===== config.mk =====
export PLATFORM = sky130hd
export DESIGN_NAME = rrjs_pend_cell
export DESIGN_NICKNAME = d
export VERILOG_FILES = /design/src/hw/rtl/rrjs_pkg.sv /design/src/hw/rtl/rrjs_pend_cell.sv
export SDC_FILE = /design/constraint.sdc
export NUM_CORES = 1
export LEC_CHECK = 0
export ABC_AREA = 1
export BUFFER_PORTS_ARGS = -buffer_cell sky130_fd_sc_hd__buf_2
export CORE_ASPECT_RATIO = 0.9
export CORE_MARGIN = 3
export CORE_UTILIZATION = 46
export CTS_BUF_LIST = sky130_fd_sc_hd__clkbuf_4 sky130_fd_sc_hd__clkbuf_8
export CTS_CLUSTER_SIZE = 8
export DETAILED_ROUTE_END_ITERATION = 10
export PLACE_DENSITY = 0.8
export SYNTH_ARGS = -nofsm -noshare
export SYNTH_HDL_FRONTEND = slang
export SYNTH_SLANG_ARGS = --single-unit

===== constraint.sdc =====
create_clock -name clk_i -period 2.15 [get_ports clk_i]
set_input_delay 0.215 -clock clk_i [delete_from_list [all_inputs] [get_ports clk_i]]
set_output_delay 0.215 -clock clk_i [all_outputs]
set_load 0.01 [all_outputs]

===== src/hw/rtl/rrjs_pkg.sv =====
// ----------------------------------------------------------------------------
// rrjs_pkg
// Types, codes and helpers shared by the round-robin job scheduler.
// ----------------------------------------------------------------------------
`timescale 1ns / 1ps

package rrjs_pkg;

  // result kinds
  typedef enum logic [1:0] {
    KIND_RELEASE = 2'd0,
    KIND_RAN     = 2'd1,
    KIND_IDLE    = 2'd2,
    KIND_LOAD    = 2'd3
  } kind_e;

  // input function codes
  localparam logic FUNC_LOAD = 1'b0;
  localparam logic FUNC_STEP = 1'b1;

  // register indexes
  localparam int unsigned REG_SLOT_LENGTH = 0;

  localparam logic [31:0] U32_MAX = 32'hFFFF_FFFF;

  // job waiting for its arrival time
  typedef struct packed {
    logic        valid;
    logic [4:0]  id;
    logic [15:0] arr;
    logic [15:0] rem;
  } pend_ent_t;

  // job in the ready queue
  typedef struct packed {
    logic        valid;
    logic [4:0]  id;
    logic [15:0] arr;
    logic [15:0] rem;
    logic        started;
    logic [31:0] slice_end;
  } rdy_ent_t;

  typedef struct packed {
    logic insert;
    logic pop;
  } pend_ctl_t;

  typedef struct packed {
    logic pop;
    logic push;
  } rdy_ctl_t;

  function automatic logic [31:0] sat_add32(input logic [31:0] a, input logic [31:0] b);
    logic [32:0] s;
    s = {1'b0, a} + {1'b0, b};
    return s[32] ? U32_MAX : s[31:0];
  endfunction

endpackage


===== src/hw/rtl/rrjs_pend_cell.sv =====
// ----------------------------------------------------------------------------
// rrjs_pend_cell
// One slot of the arrival-sorted pending chain: sorted insert and pop.
// ----------------------------------------------------------------------------
`timescale 1ns / 1ps

module rrjs_pend_cell
  import rrjs_pkg::*;
(
  input  logic      clk_i,
  input  logic      rst_ni,
  input  pend_ctl_t ctl_i,
  input  pend_ent_t new_i,
  input  pend_ent_t left_ent_i,
  input  logic      left_beyond_i,
  input  pend_ent_t right_ent_i,
  output pend_ent_t ent_o,
  output logic      beyond_o
);

  pend_ent_t ent_d, ent_q;

  // this slot lies at or past the insert point
  assign beyond_o = !ent_q.valid || (ent_q.arr > new_i.arr);

  always_comb begin
    ent_d = ent_q;
    if (ctl_i.insert) begin
      if (left_beyond_i) begin
        ent_d = left_ent_i;
      end else if (beyond_o) begin
        ent_d = new_i;
      end
    end else if (ctl_i.pop) begin
      ent_d = right_ent_i;
    end
  end

  always_ff @(posedge clk_i or negedge rst_ni) begin
    if (!rst_ni) begin
      ent_q <= '0;
    end else begin
      ent_q <= ent_d;
    end
  end

  assign ent_o = ent_q;

endmodule


# Word-level counts from Yosys, hierarchy flattened
# Cells that the tools add are included.
# word_totals
regBits,38
in_bits,119
output_inout_bits,39
elab_cells,14
# op_classes
order_cmp,1
eq_ne,1
muxes,4
reduce_logical,4
# op_table
operator,count
38-bit two-way mux,4
16-bit > comparator,1
"3-bit by 1-bit inequality test with 1-bit output, second input constant",1
2-bit AND reduction,1
2-bit nonzero test,1
1-bit logical NOT,1
1-bit logical OR,1

# Longest topological paths before layout
# logic_depth
word_depth,5
depth_mapped,18

# Worst setup path before layout
# No wires, ideal clock.
# synth_timing
path_kind,register -> register
startpoint,"register ent_q, in the netlist ent_o[31]"
endpoint,"register ent_q, in the netlist ent_o[12]"
arrival_time_ps,1647
required_time_ps,2033
setup_slack_ps,386
stages_incl_launch_ff,11
n_path_buf,2
path_cell_list,dfrtp_1 ha_1 nand2_1 nor3_2 nand3_1 nand2_1 nand3_2 buf_6 buf_4 nand3_1 nand2_1
# synth_via
elab_chain_len,4
# synth_lines
element,line_no,text
start: declaration,rrjs_pend_cell.sv:21,"pend_ent_t ent_d, ent_q;"
start signal: assignment,rrjs_pend_cell.sv:43,ent_q <= ent_d;
16-bit > comparator,rrjs_pend_cell.sv:24,assign beyond_o = !ent_q.valid || (ent_q.arr > new_i.arr);
1-bit logical OR,rrjs_pend_cell.sv:24,
3-bit by 1-bit inequality test with 1-bit output (no line),n/a,
2-bit AND reduction (no line),n/a,
# No other way between the ends.
# A chain may end at the register's enable or synchronous reset.

# Final worst setup path
# layout_timing
startpoint,"register ent_q, in the netlist ent_o[31]"
endpoint,output port beyond_o
# layout_via
elab_chain_len,2
# layout_lines
element,line_no,text
16-bit > comparator,rrjs_pend_cell.sv:24,
1-bit logical OR,rrjs_pend_cell.sv:24,
end: declaration,rrjs_pend_cell.sv:18,output logic beyond_o
# No other way between the ends.

==> out/qor.txt <==
Outcome -> completed
Later-pin clock latency in the skew report -> 0.29 ns
FP Rows -> 25
GRT Total Usage -> 24.3%
Placed cell area -> 3520 um2
Clock root buffer -> clkbuf_8
Pwr dens -> 592 nW/um2
Largest net degree at the start of global routing -> 39
Top-Level Pins -> 158
Crit path max fanout -> 3
Reg clk slew, reported paths -> 0.07 ns
Worst reg2reg startpoint -> ent_o[31]$_DFFE_PN0P_
Drt initial violations -> 172
DR vias -> 3199
WL final -> 8230 um
Relative slew slack -> 43.5%
Ant diodes -> 0
CP endpoint kind -> primary output
# clock sinks -> 38
Achievable Freq -> 513 MHz
CTS Hold Bufs -> 0
Setup Crit Path Kind -> reg2out
Mapped Cells -> 410
R2r worst-path depth -> 10
Count of final max-slew check failures -> 0
CTS resizes -> 0
Nets -> 693
Max FFs per register -> 38
GRT overflow -> 0
Ys Warns -> 0
Via/cell ratio -> 5.11
Gpl congestion -> 0.822
Overall Power -> 2.15 mW
Post-Syn Nets -> 545
Post-CTS Setup Repair Bufs -> 0
Max-Cap Viols -> 0
Clock skew -> 0.00695 ns
Core box area -> 5470 um2
Setup repair after global routing missed its margin -> false
Placed cell count -> 618
Layout area overhead -> 33.5%
Final setup margin -> 0.202 ns
Vias in the first global route -> 3009
Fill cells -> 496
Final hold violations -> 0
Setup TNS -> 0 ns
Drt wl/cell -> 13.1 um
Mapped cell area -> 2720 um2
Die X -> 87.0 um
Worst reg2reg path endpoint -> ent_o[35]$_DFFE_PN0P_
Num CTS Buffers -> 5
Critical path required time -> 1.93 ns
IO buf count -> 157
Pre-CTS WS -> 0.211 ns
Finished Cell Area -> 3630 um2
Hpwl dp -> 6250 um
TritonCTS clock tree -> done
First-pass GRT wire length -> 13500 um
Sequential element share of the synthesized area -> 35.0%
DRC viols -> 0
First-pass iteration count of the detailed router -> 4
Share of cells above drive strength 1 -> 32.6%
Final setup vio count -> 0
Crit share post-route -> 90.6%
Post-route ant nets -> 0
Non-Filler Instances -> 626
Die Ht -> 78.9 um
Worst-Margin Slew -> 0.848 ns
Startpoint Class -> register
Die area -> 6860 um2
R2R setup slack -> 0.28 ns
Synth cell types -> 20
Leak -> 2.10 nW
IR drop worst, VDD -> 0.000265 V
Hold crit path type -> in2async
Clock Path Buffers -> 2
Initial antenna violation count -> 0
#FFs+latches synth -> 38
Syn avg cell area -> 6.62 um2
Crit path time final -> 1.95 ns
H-tree depth -> 2
Worst EP arrival -> 1.73 ns
Starting Density -> 49.6%
## synthesized netlist by cell type (all sizes together)
cell type,n,area [um2]
nand2,134,505
o21ai,77,385
nor2,44,165
nand3,41,210
dfrtp,38,951
inv,22,82.6
ha,16,200
buf,15,106
clkbuf,13,48.8
a21oi,6,30.0
a21o,1,7.51
nand4,1,6.26
nor3,1,10.0
or2,1,6.26
## power breakdown
group          internal [mW]  leakage [nW]  switching (mW)
sequential             0.819         0.461          0.0727
clock                  0.271        0.0517           0.247
combinational          0.320          1.59           0.415
## worst max path at each step
stage / endpoint / start / slack (ns) / depth (start not counted)
floorplan: ent_o[12]$_DFFE_PN0P_ / ent_o[31]$_DFFE_PN0P_ / 0.39 / 10
global placement: ent_o[9]$_DFFE_PN0P_ / ent_o[31]$_DFFE_PN0P_ / 0.27 / 10
detailed placement: ent_o[35]$_DFFE_PN0P_ / ent_o[31]$_DFFE_PN0P_ / 0.21 / 10
CTS: ent_o[35]$_DFFE_PN0P_ / ent_o[31]$_DFFE_PN0P_ / 0.19 / 10
global route: beyond_o / ent_o[19]$_DFFE_PN0P_ / 0.02 / 12
finish: beyond_o / ent_o[31]$_DFFE_PN0P_ / 0.20 / 7
## per-layer routing
layer / global-route usage (%) / share of wire, % / wire length (um)
met5: 0 / 0 / 0
met4: 6.39 / 1.3 / 110
met3: 4.15 / 8.4 / 693
met2: 42.1 / 48 / 3910
met1: 31.0 / 43 / 3510
## critical path, stage by stage, from the launching register on
cell and delay [ns]:
dfrtp_1 0.41, ha_1 0.30, nand2_1 0.09, nor3_2 0.23, nand3_1 0.10, nand2_1 0.11
nand2_1 0.05, buf_2 0.14
## placed cells by master, fill, tap and decap left out
| cell type | synthesis | final |
|---|---|---|
| a21oi_1 | 6 | 5 |
| nor3_2 | 1 | 1 |
| buf_2 | 7 | 157 |
| o21ai_1 | 20 | 20 |
| or2_2 | 1 | 1 |
| clkinv_2 | 0 | 1 |
| a21oi_2 | 0 | 1 |
| dfrtp_1 | 38 | 38 |
| nor2_1 | 44 | 44 |
| nand2_1 | 133 | 133 |
| clkbuf_4 | 0 | 1 |
| buf_4 | 1 | 11 |
| clkbuf_8 | 0 | 6 |
| ha_1 | 16 | 16 |
| inv_1 | 22 | 22 |
| a21o_1 | 1 | 1 |
| nand3_1 | 40 | 40 |
| buf_8 | 0 | 1 |
| nand2_2 | 1 | 1 |
| nand3_2 | 1 | 1 |
| nand4_1 | 1 | 1 |
| o21ai_0 | 57 | 57 |
## area by class of cell
cell class	count	area, um2	area share [%]
sequential	38	951	26.2
tap	67	83.8	2.31
timing repair buffer	169	883	24.4
multi-input combinational	322	1530	42.2
clock buffer	7	90.1	2.48
inverter	22	82.6	2.28
clock inverter	1	5.00	0.138
## stage by stage
step / utilization, % / hold WS (ns)
2_1_floorplan: - / -0.0806
3_3_place_gp: 64.3 / 0.370
3_5_place_dp: 64.3 / 0.368
4_1_cts: 66.0 / 0.0530
5_1_grt: 66.2 / 0.0941
6_report: 66.2 / 0.0297
## cell families (layout without fill, tap and decap cells)
family	after synthesis	count (layout)	synth area share [%]
DFF	38	38	35.0
adders and majority gates	16	16	7.37
AOI/OAI and AO/OA	84	84	15.6
and+or+nand+nor	222	222	33.3
buffers and inverters	50	199	8.76
Note: power is estimated with default switching activity, not from simulation.
