[src/hw/rtl/rrjs_pkg.sv]
// ----------------------------------------------------------------------------
// rrjs_pkg
// Types, codes and helpers shared by the round-robin job scheduler.
// ----------------------------------------------------------------------------
`timescale 1ns / 1ps

package rrjs_pkg;

  // result kinds
  typedef enum logic [1:0] {
    KIND_RELEASE = 2'd0,
    KIND_RAN     = 2'd1,
    KIND_IDLE    = 2'd2,
    KIND_LOAD    = 2'd3
  } kind_e;

  // input function codes
  localparam logic FUNC_LOAD = 1'b0;
  localparam logic FUNC_STEP = 1'b1;

  // register indexes
  localparam int unsigned REG_SLOT_LENGTH = 0;

  localparam logic [31:0] U32_MAX = 32'hFFFF_FFFF;

  // job waiting for its arrival time
  typedef struct packed {
    logic        valid;
    logic [4:0]  id;
    logic [15:0] arr;
    logic [15:0] rem;
  } pend_ent_t;

  // job in the ready queue
  typedef struct packed {
    logic        valid;
    logic [4:0]  id;
    logic [15:0] arr;
    logic [15:0] rem;
    logic        started;
    logic [31:0] slice_end;
  } rdy_ent_t;

  typedef struct packed {
    logic insert;
    logic pop;
  } pend_ctl_t;

  typedef struct packed {
    logic pop;
    logic push;
  } rdy_ctl_t;

  function automatic logic [31:0] sat_add32(input logic [31:0] a, input logic [31:0] b);
    logic [32:0] s;
    s = {1'b0, a} + {1'b0, b};
    return s[32] ? U32_MAX : s[31:0];
  endfunction

endpackage

[src/hw/rtl/rrjs_ready_cell.sv]
// ----------------------------------------------------------------------------
// rrjs_ready_cell
// One slot of the ready queue chain: shifts toward the head on pop.
// ----------------------------------------------------------------------------
`timescale 1ns / 1ps

module rrjs_ready_cell
  import rrjs_pkg::*;
(
  input  logic     clk_i,
  input  logic     rst_ni,
  input  rdy_ctl_t ctl_i,
  input  logic     push_here_i,
  input  rdy_ent_t push_ent_i,
  input  rdy_ent_t right_ent_i,
  output rdy_ent_t ent_o
);

  rdy_ent_t ent_d, ent_q;

  always_comb begin
    ent_d = ent_q;
    if (ctl_i.push && push_here_i) begin
      ent_d = push_ent_i;
    end else if (ctl_i.pop) begin
      ent_d = right_ent_i;
    end
  end

  always_ff @(posedge clk_i or negedge rst_ni) begin
    if (!rst_ni) begin
      ent_q <= '0;
    end else begin
      ent_q <= ent_d;
    end
  end

  assign ent_o = ent_q;

endmodule

[config.mk]
export PLATFORM = sky130hd
export DESIGN_NAME = rrjs_ready_cell
export DESIGN_NICKNAME = d
export VERILOG_FILES = /design/src/hw/rtl/rrjs_pkg.sv /design/src/hw/rtl/rrjs_ready_cell.sv
export SDC_FILE = /design/constraint.sdc
export NUM_CORES = 1
export LEC_CHECK = 0
export BUFFER_PORTS_ARGS = -buffer_cell sky130_fd_sc_hd__buf_2
export CAP_MARGIN = 40
export CORE_UTILIZATION = 45
export DETAILED_ROUTE_END_ITERATION = 7
export GPL_TIMING_DRIVEN = 0
export HOLD_SLACK_MARGIN = 0.03
export PLACE_DENSITY = 0.82
export SLEW_MARGIN = 20
export SYNTH_ARGS = -nofsm -noshare
export SYNTH_HDL_FRONTEND = slang
export SYNTH_SLANG_ARGS = --single-unit
[constraint.sdc]
create_clock -name clk_i -period 1.2 [get_ports clk_i]
set_input_delay 0.06 -clock clk_i [delete_from_list [all_inputs] [get_ports clk_i]]
set_output_delay 0.06 -clock clk_i [all_outputs]
set_load 0.02 [all_outputs]
==> metrics, run 1 <==
status=did not finish; stage reached=clock tree synthesis (4_1_cts); Error=[ERROR RSZ-0060] Max buffer count reached.; Post-CTS Hold Buffers=around 130; total setup buffers inserted after CTS=0; Yosys top cell by area=dfrtp_1; die height=93.53 um; FP Rows=33; Final Wtd Congestion=around 0.73; clk sinks=71; Synth top area share=0.4713; placed insts=637; Initial Utilization=0.4611; Mapped Area=3770 um^2; CTS root buffer=clkbuf_8; die width=93.53 um; Synth Register Bits=about 70; Seq/Total Area, Yosys=0.4713; CTS max path bufs=2; cells after synthesis=317; CTS buffer count=9; DP HPWL=approximately 7500 um; I/O Buffers=214; CTS resizes=0; Synth area leaders=dfrtp_1, mux2i_1, o21ai_2; H-Tree Level Count=3; post-synth cell types=12; I/O pin cnt=around 220; Mean Syn Cell Area=11.89 um^2; Syn Nets=~460; Synth warnings=0
## kinds of logic after synthesis
kind of cell | count (synthesis) | share of synthesized area
AND/OR/NAND/NOR | 72 | 0.09658
AO/OA/AOI/OAI | 71 | 0.1640
buffers and inverters | 32 | 0.07965
multiplexers | 71 | 0.1885
flip-flops | 71 | 0.4713
## cell usage after synthesis
master and number:
nand3_1 71, buf_4 3, clkbuf_4 6, buf_6 1, buf_2 7, clkbuf_1 7, buf_12 8, o21ai_2 70
dfrtp_1 71, mux2i_1 71, and2_4 1, o21ai_1 1
## stage by stage
| step | area [um^2] | util | setup slack, ns |
|---|---|---|---|
| detailed placement | 4995 | 0.6110 | 0.2248 |
| global placement | 4972 | 0.6082 | -0.3195 |
| floorplan | 3770 | - | 0.3965 |
==> inputs of run 2 (changes only) <==
--- a/config.mk
+++ b/config.mk
@@ -7,11 +7,10 @@
 export LEC_CHECK = 0
 export BUFFER_PORTS_ARGS = -buffer_cell sky130_fd_sc_hd__buf_2
 export CAP_MARGIN = 40
-export CORE_UTILIZATION = 45
+export CORE_UTILIZATION = 30
 export DETAILED_ROUTE_END_ITERATION = 7
 export GPL_TIMING_DRIVEN = 0
-export HOLD_SLACK_MARGIN = 0.03
-export PLACE_DENSITY = 0.82
+export PLACE_DENSITY_LB_ADDON = 0.15
 export SLEW_MARGIN = 20
 export SYNTH_ARGS = -nofsm -noshare
 export SYNTH_HDL_FRONTEND = slang
==> metrics, run 2 <==
Initial Utilization=0.3113 (was 0.4611); DP HPWL=7834 um (was 7483 um); Period minus WS final=about 0.95 ns; CTS buffer count=9 (unchanged); metal2 WL=around 5800 um; Antenna Diode Count=0; Max stage delay on crit path=0.40 ns; TritonCTS clock tree=yes; most common cell after layout, fill and taps aside=buf_2; CTS root buffer=clkbuf_16 (was clkbuf_8); die area=between 10000 and 15000 um^2; mean number of vias per cell=about 4.6; hold slack=0.009683 ns; Initial DRC Count=between 90 and 100; Clock Latency Late Sink=0.33 ns; highest routed layer=met4; critical-path maximum fanout=2; Final Wtd Congestion=0.7348 (was 0.7315); I/O pin cnt=218 (unchanged); skew final=0 ns; status=finished, final reports clean (was did not finish); DR pass1 iterations=4; Mean Syn Cell Area=11.89 um^2 (unchanged); Synth warnings=0 (unchanged); Reg clk slew, reported paths=about 0.06 ns; Yosys top cell by area=dfrtp_1 (unchanged); die width=114.1 um (was 93.53 um); CP endpoint kind=primary output; Area after DPL=5074 um^2 (was 4995 um^2); Most used DFF post-synth=dfrtp_1 (unchanged); Synth Register Bits=71 (unchanged); Final Cycle Share=0.7923; family with the most delay on the worst path=flip-flops; nets=just under 800; final hold vios=0; final instance area=between 6000 and 7000 um^2; GR Overflow Total=0; Synth top area share=0.4713 (unchanged); crit path launch type=register; Syn Nets=464 (unchanged); max reg flops=71; drt wl/cell=between 10 and 15 um; Pleak=a little over 0.003 uW; GR Util All Layers=0.1837; Setup Crit Path Kind=reg -> out; cells after synthesis=317 (unchanged); Crit path arrival time=between 0.8 and 0.9 ns; EDFF count, synth=0 (unchanged); most frequent cells in the layout=buf_2, dlygate4sd3_1, mux2i_1, nand3_1, dfrtp_1; critical path cell sequence=buf_2; Seq/Total Area, Yosys=0.4713 (unchanged); total power=roughly 7600 uW; I/O Buffers=214 (unchanged); Post-Route WL=11800 um; # setup viols final=0; total vias in the final route=approximately 3700; RSZ-0062 raised after global routing=no; Max Clk Rate=~1.1 GHz; layout cells sized above 1=0.5118; max cap viols=0; Syn-to-layout area delta=65.88%; post-synth cell types=12 (unchanged); # DRC=0; Slew Limit Fails=0; CP max-delay cell=dfrtp_1; H-Tree Level Count=3 (unchanged); clk sinks=71 (unchanged); largest net degree at the start of global routing=slightly above 40; Required @ worst endpoint=around 1.1 ns; Worst Max-Slew Pin Slew=between 0.5 and 0.6 ns; Slew Limit Headroom=0.6221; peak supply drop=680.5 uV; WP buf/inv=1; Mapped Area=3770 um^2 (unchanged); most frequent cells after synthesis=dfrtp_1, mux2i_1, nand3_1 (unchanged); CTS max path bufs=2 (unchanged); worst hold-check path type=in -> reg; pwr/cell area=around 1200 nW/um^2; first-pass GRT wire length=approximately 18000 um; die height=114.1 um (was 93.53 um); DR WL met3=slightly above 700 um; Post-DRT Antenna Nets=0; CTS resizes=0 (unchanged); Async SR Flop Fraction=1.000 (unchanged); initial antenna violation count=0; vias in the first global route=approximately 3700; FP Rows=40 (was 33); core area=roughly 12000 um^2; M1 WL=between 5000 and 6000 um; Synth area leaders=dfrtp_1, mux2i_1, o21ai_2 (unchanged)
-- run 2: cell counts after synthesis --
Identical to the previous run, type by type.
-- run 2: through the flow --
stage | setup TNS [ns] | setup slack, ns | utilization | cells
floorplan | 0 | 0.3965 | - | 317
global placement | -32.38 | -0.4620 | 0.4170 | 699
detailed placement | 0 | 0.1941 | 0.4189 | 700
CTS | 0 | 0.2291 | 0.5163 | 803
global route | 0 | 0.2183 | 0.5163 | 803
finish | 0 | 0.2493 | 0.5163 | 803
-- run 2: repair_timing --
item	CTS	global route
hold buffers	88	0
setup buffers	0	0
endpoints found under the setup margin	0	0
hold endpoints to repair	110	0
-- run 2: area by class of cell --
cell class                 instances  area (um^2)
buffer                            32        300.3
clock buffer                      12        256.5
clock inverter                     3        42.54
fill                            1128         5858
multi-input combinational        214         1693
sequential                        71         1777
tap                              168        210.2
timing repair buffer             303         1974
-- run 2: final timing paths --
| kind | start | to | slack, ns | depth (start not counted) |
|---|---|---|---|---|
| setup / recovery | ent_o[0] | ent_o[0] | 0.25 | 1 |
| hold / removal | right_ent_i[32] | ent_o[32] | 0.01 | 3 |
| setup reg to reg | ent_o[31] | ent_o[31] | 0.45 | 2 |
| hold reg to reg | ent_o[9] | ent_o[9] | 0.54 | 2 |
| max in group asynchronous | rst_ni | ent_o[25] | 0.34 | 3 |
| min in group asynchronous | rst_ni | ent_o[36] | 0.28 | 2 |
-- run 2: where the power goes --
part / internal (uW) / leakage (uW) / switching [uW] / total, uW
logic: 943 / 0.00209 / 1080 / 2020
registers: 2680 / 0.000853 / 153 / 2830
clock network: 1710 / 0.000145 / 995 / 2700
-- run 2: cells by family (layout without fill, tap and decap cells) --
group	after synthesis	in the layout	share of synthesized area
compound gates	71	71	0.1640
buf+inv	32	350	0.07965
flops	71	71	0.4713
mux	71	71	0.1885
simple gates	72	72	0.09658
-- run 2: routing by layer --
layer  vias to the layer above  GRT usage
met4                         0    0.06234
li1                       1785          -
met3                        13    0.04500
met2                       153     0.3055
met5                         -          0
met1                      1731     0.2333
Note: power is estimated with default switching activity, not from simulation.
==> inputs of run 3 (changes only) <==
==> constraint.sdc (replaced) <==
create_clock -name clk_i -period 0.9 [get_ports clk_i]
set_input_delay 0.045 -clock clk_i [delete_from_list [all_inputs] [get_ports clk_i]]
set_output_delay 0.045 -clock clk_i [all_outputs]
set_load 0.02 [all_outputs]
==> metrics, run 3 (same netlist as run 2, synthesis figures left out) <==
status=finished with violations (was finished, final reports clean); failing checks=setup timing; Required @ worst endpoint=0.85 ns (was 1.14 ns); CP endpoint kind=primary output (unchanged); Max Clk Rate=1.077 GHz; largest net degree at the start of global routing=41 (unchanged); Sw Pwr=3191 uW (was 2228 uW); met3 Track Usage GR=0.03970 (was 0.04500); reg2reg setup slack=0.01 ns (was 0.45 ns); TritonCTS clock tree=yes (unchanged); Initial Utilization=0.3113 (unchanged); area taken by multi-input logic gates=1708 um^2 (was 1693 um^2); skew final=0 ns (unchanged); I/O pin cnt=218 (unchanged); grt met1 use=0.2581 (was 0.2333); vias in the first global route=4414 (was 3713); Slew Limit Fails=0 (unchanged); Sw Ratio=0.2904 (was 0.2949); I/O Buffers=214 (unchanged); Max stage delay on crit path=0.41 ns (was 0.40 ns); peak supply drop=927.6 uV (was 680.5 uV); Reg clk slew, reported paths=0.06 ns (about the same); FP Rows=40 (unchanged); most common cell after layout, fill and taps aside=buf_2 (unchanged); Slew Limit Headroom=0.6666 (was 0.6221); Antenna Diode Count=0 (unchanged); # setup viols final=44 (was 0); Crit path arrival time=0.88 ns (was 0.89 ns); met2 GRT Util=0.3725 (was 0.3055); Setup Crit Path Kind=reg -> out (unchanged); Pleak=0.003500 uW (was 0.003091 uW); worst hold-check path type=in -> reg (unchanged); crit path launch type=register (unchanged); most frequent cells in the layout=buf_2, dlygate4sd3_1, buf_6, nand3_1, dfrtp_1 (was buf_2, dlygate4sd3_1, mux2i_1, nand3_1, dfrtp_1); max reg flops=71 (unchanged); DP HPWL=7834 um (unchanged); core area=12110 um^2 (unchanged); Clock Latency Late Sink=0.33 ns (about the same); Power Internal=7797 uW (was 5328 uW); first-pass GRT wire length=21730 um (was 18480 um); layout cells sized above 1=0.4979 (was 0.5118); critical path cell sequence=buf_6 (was buf_2); Worst Max-Slew Pin Slew=0.5002 ns (was 0.5668 ns); DR pass1 iterations=4 (unchanged); TNS Setup=-0.3914 ns (was 0 ns); final worst setup slack=-0.02850 ns (was 0.2493 ns); pwr/cell area=1503 nW/um^2 (was 1208 nW/um^2); RSZ-0062 raised after global routing=yes (was no); combinational share of power=0.319 (was 0.268); die width=114.1 um (unchanged); WP buf/inv=1 (unchanged); Top Usage Layer GRT=met2 (unchanged); GR Util All Layers=0.2139 (was 0.1837); family with the most delay on the worst path=flip-flops (unchanged); Initial DRC Count=120 (was 92); Post-DRT Antenna Nets=0 (unchanged); Syn-to-layout area delta=93.89% (was 65.88%); Clk pwr share=0.329 (was 0.358); nets=842 (was 778); Placement Setup Slack=-0.09091 ns (was 0.1941 ns); # DRC=0 (unchanged); initial antenna violation count=0 (unchanged); die area=13020 um^2 (unchanged); Reg area=1777 um^2 (unchanged); CTS root buffer=clkbuf_16 (unchanged); drt wl/cell=15.79 um (was 14.69 um); Final Wtd Congestion=0.7348 (unchanged); CTS buffer count=9 (unchanged); Seq pwr share=0.352 (was 0.374); mean number of vias per cell=4.636 (was 4.585); clk sinks=71 (unchanged); FILL cells=963 (was 1128); Post-Route WL=13690 um (was 11800 um); H-Tree Level Count=3 (unchanged); Period minus WS final=about 0.93 ns; max cap viols=0 (unchanged); die height=114.1 um (unchanged); CP max-delay cell=dfrtp_1 (unchanged); final hold vios=0 (unchanged); Final Cycle Share=1.032; critical-path maximum fanout=2 (unchanged); GR Overflow Total=0 (unchanged); CTS max path bufs=2 (unchanged); total vias in the final route=4019 (was 3682)
==> run 3: metal layers <==
layer / vias to the layer above / routed length [um]
met2: 165 / 6759
met4: 0 / 374
li1: 1921 / -
met5: - / 0
met1: 1902 / 5777
met3: 31 / 776
==> run 3: area by class of cell <==
class                      instances  area share
buffer                            32     0.04108
clock buffer                      12     0.03509
clock inverter                     3    0.005820
multi-input combinational        214      0.2337
sequential                        71      0.2431
tap                              168     0.02876
timing repair buffer             367      0.4125
==> run 3: path summary, 6_finish.rpt <==
path                                 start  depth (start not counted)        end
max                               ent_o[0]                          1   ent_o[0]
min                        right_ent_i[33]                          3  ent_o[33]
max reg2reg                      ent_o[46]                          3  ent_o[46]
min reg2reg                       ent_o[9]                          2   ent_o[9]
max in group asynchronous           rst_ni                          3  ent_o[56]
min in group asynchronous           rst_ni                          2  ent_o[36]
==> run 3: through the flow <==
| stage | power [uW] | hold WS [ns] | area, um^2 | instances | util |
|---|---|---|---|---|---|
| CTS | 10980 | 0.001079 | 7238 | 860 | 0.5976 |
| detailed placement | 6237 | 0.07443 | 5074 | 700 | 0.4189 |
| global placement | 6201 | 0.2884 | 5051 | 699 | 0.4170 |
| finish | 10990 | 0.005048 | 7310 | 867 | 0.6035 |
| floorplan | 5253 | -0.2506 | 3770 | 317 | - |
| global route | 11490 | 0.008731 | 7310 | 867 | 0.6035 |
==> run 3: power groups by stage <==
stage / clock network [uW] / registers, uW / logic [uW]
final: 3620 / 3870 / 3500
after detailed placement: 0 / 3810 / 2430
after global routing: 3860 / 3900 / 3740
after floorplan: 0 / 4280 / 972
after global placement: 0 / 3810 / 2390
after CTS: 3720 / 3860 / 3400
==> run 3: worst min-delay path: stages <==
cell,delay [ns]
buf_2,0.08
mux2i_1,0.07
o21ai_2,0.10
==> run 3: timing repair <==
item | 4_1_cts | 5_1_grt
hold endpoints to repair | 110 | 0
gates resized for setup | 142 | 5
endpoints found under the setup margin | 71 | 107
hold buffers | 133 | 0
setup buffers | 12 | 7
==> inputs of run 4 (changes only) <==
--- a/config.mk
+++ b/config.mk
@@ -5,6 +5,7 @@
 export SDC_FILE = /design/constraint.sdc
 export NUM_CORES = 1
 export LEC_CHECK = 0
+export ABC_AREA = 1
 export BUFFER_PORTS_ARGS = -buffer_cell sky130_fd_sc_hd__buf_2
 export CAP_MARGIN = 40
 export CORE_UTILIZATION = 30
==> metrics, run 4 <==
die width=119.3 um (was 114.1 um); final worst setup slack=-0.02211 ns (was -0.02850 ns); most frequent cells after synthesis=nand2_1, nand3_1, dfrtp_1, inv_1, buf_2 (was dfrtp_1, mux2i_1, nand3_1); # DRC=0 (unchanged); Slew Limit Fails=0 (unchanged); # setup viols final=41 (was 44); crit path launch type=register (unchanged); Initial DRC Count=211 (was 120); Post-DRT Antenna Nets=0 (unchanged); I/O pin cnt=218 (unchanged); core area=13350 um^2 (was 12110 um^2); die area=14230 um^2 (was 13020 um^2); post-synth cell types=9 (was 12); pwr/cell area=1498 nW/um^2 (was 1503 nW/um^2); WP buf/inv=1 (unchanged); hold slack=0.009934 ns (was 0.005048 ns); Mapped Area=4126 um^2 (was 3770 um^2); Mean Syn Cell Area=6.699 um^2 (was 11.89 um^2); Most used DFF post-synth=dfrtp_1 (unchanged); Crit path arrival time=0.88 ns (about the same); clk sinks=71 (unchanged); Post-Route WL=14280 um (was 13690 um); CTS buffer count=9 (unchanged); layout cells sized above 1=0.3181 (was 0.4979); RSZ-0062 raised after global routing=yes (unchanged); Max Clk Rate=1.084 GHz (was 1.077 GHz); mean number of vias per cell=4.364 (was 4.636); Antenna Diode Count=0 (unchanged); Clock Latency Late Sink=0.33 ns (about the same); skew final=0 ns (unchanged); GR Util All Layers=0.2019 (was 0.2139); I/O Buffers=214 (unchanged); simple-gate portion of the synthesized area=0.4333 (was 0.09658); final hold vios=0 (unchanged); DR pass1 iterations=4 (unchanged); DP HPWL=9621 um (was 7834 um); Syn Nets=763 (was 464); Seq/Total Area, Yosys=0.4306 (was 0.4713); Pleak=0.004134 uW (was 0.003500 uW); Async SR Flop Fraction=1.000 (unchanged); Max stage delay on crit path=0.40 ns (was 0.41 ns); reg2reg setup slack=0.03 ns (was 0.01 ns); Top Usage Layer GRT=met2 (unchanged); Initial Utilization=0.3091 (was 0.3113); family with the most delay on the worst path=flip-flops (unchanged); status=finished with violations (unchanged); nets=1084 (was 842); Yosys top cell by area=dfrtp_1 (unchanged); top-count cell post-synth=nand2_1; H-Tree Level Count=3 (unchanged); peak supply drop=828.3 uV (was 927.6 uV); vias in the first global route=4663 (was 4414); grt met1 use=0.2510 (was 0.2581); Worst Max-Slew Pin Slew=0.4729 ns (was 0.5002 ns); Synth Area in Adders=0 (unchanged); cells after synthesis=616 (was 317); Slew Limit Headroom=0.6847 (was 0.6666); Synth warnings=0 (unchanged); critical path cell sequence=buf_6 (unchanged); total vias in the final route=4870 (was 4019); Final Cycle Share=1.025 (was 1.032); die height=119.3 um (was 114.1 um); most frequent cells in the layout=nand2_1, buf_2, nand3_1, buf_6 (was buf_2, dlygate4sd3_1, buf_6, nand3_1, dfrtp_1); FP Rows=42 (was 40); Synth area leaders=dfrtp_1, nand2_1, nand3_1 (was dfrtp_1, mux2i_1, o21ai_2); failing checks=setup timing (unchanged); CP endpoint kind=primary output (unchanged); main combinational cell family by area after synthesis=simple AND/OR/NAND/NOR gates (was multiplexers); TritonCTS clock tree=yes (unchanged); Syn-to-layout area delta=70.92% (was 93.89%); drt wl/cell=12.79 um (was 15.79 um); CTS max path bufs=2 (unchanged); Reg clk slew, reported paths=0.05 ns (was 0.06 ns); max reg flops=71 (unchanged); initial antenna violation count=0 (unchanged); largest net degree at the start of global routing=38 (was 41); Setup Crit Path Kind=reg -> out (unchanged); first-pass GRT wire length=22600 um (was 21730 um); most common cell after layout, fill and taps aside=nand2_1 (was buf_2); CTS root buffer=clkbuf_16 (unchanged); XOR/XNOR share of the synthesized area=0 (unchanged); GR Overflow Total=0 (unchanged); fin util=0.5284 (was 0.6035); critical-path maximum fanout=2 (unchanged); max cap viols=0 (unchanged); multiplexer share of the synthesized area=0 (was 0.1885); complex-gate fraction of the synthesized area=0 (was 0.1640); Final Wtd Congestion=0.7609 (was 0.7348); Required @ worst endpoint=0.85 ns (about the same); met3 Track Usage GR=0.05556 (was 0.03970); Period minus WS final=0.9221 ns (was 0.9285 ns); Placement Setup Slack=-0.1842 ns (was -0.09091 ns); met2 GRT Util=0.3423 (was 0.3725); worst hold-check path type=in -> reg (unchanged); Synth Register Bits=71 (unchanged); CP max-delay cell=dfrtp_1 (unchanged); EDFF count, synth=0 (unchanged); Synth top area share=0.4306 (was 0.4713)
==> run 4: worst paths after layout <==
path / startpoint / endpoint / depth (start not counted)
worst max-delay path: ent_o[19] / ent_o[19] / 1
min in group asynchronous: rst_ni / ent_o[61] / 2
worst min register to register: ent_o[29] / ent_o[29] / 2
worst min-delay path: right_ent_i[16] / ent_o[16] / 5
worst max register to register: ent_o[41] / ent_o[41] / 4
max in group asynchronous: rst_ni / ent_o[28] / 3
==> run 4: layout make-up <==
type                            instances  area [um^2]
Buffer                                 46        291.5
Clock buffer                           13        250.2
Clock inverter                          1        30.03
Fill cell                            1337         6295
Inverter                               72        270.3
Multi-Input combinational cell        427         1788
Sequential cell                        71         1777
Tap cell                              176        220.2
Timing Repair Buffer                  310         2426
==> run 4: cell families (layout without fill, tap and decap cells) <==
kind of cell,Yosys count,in the layout
flops,71,71
buf+inv,118,442
simple gates,427,427
==> run 4: where the power goes <==
part | total (uW) | internal (uW) | switching (uW)
sequential | 3840 | 3560 | 279
clock | 3440 | 2190 | 1250
combinational | 3280 | 1680 | 1600
total | 10600 | 7430 | 3130
==> run 4: per-stage QoR <==
stage	total power (uW)	instances	TNS [ns]	cell area, um^2
after floorplan	5192	616	0	4126
after global placement	6239	1006	-55.03	5418
after detailed placement	6251	1007	-6.400	5440
after CTS	10620	1107	-1.413	6985
after global routing	11130	1116	-2.484	7053
final	10560	1116	-0.3681	7053
==> run 4: per-layer routing <==
layer  share of wire  wire length (um)
met1            0.45              6443
met2            0.48              6805
met3           0.057               817
met4           0.015               210
met5               0                 0
==> run 4: timing repair <==
action,4_1_cts,5_1_grt
hold buffers,70,0
endpoints found under the setup margin,71,71
setup buffers,16,9
pin swaps,0,2
endpoints found under the hold margin,88,0
gates resized for setup,142,0
==> run 4: tightest hold or removal path: stages <==
cell     delay, ns
buf_2         0.08
nand2_1       0.04
nand2_1       0.05
nand2_1       0.05
nand2_1       0.04
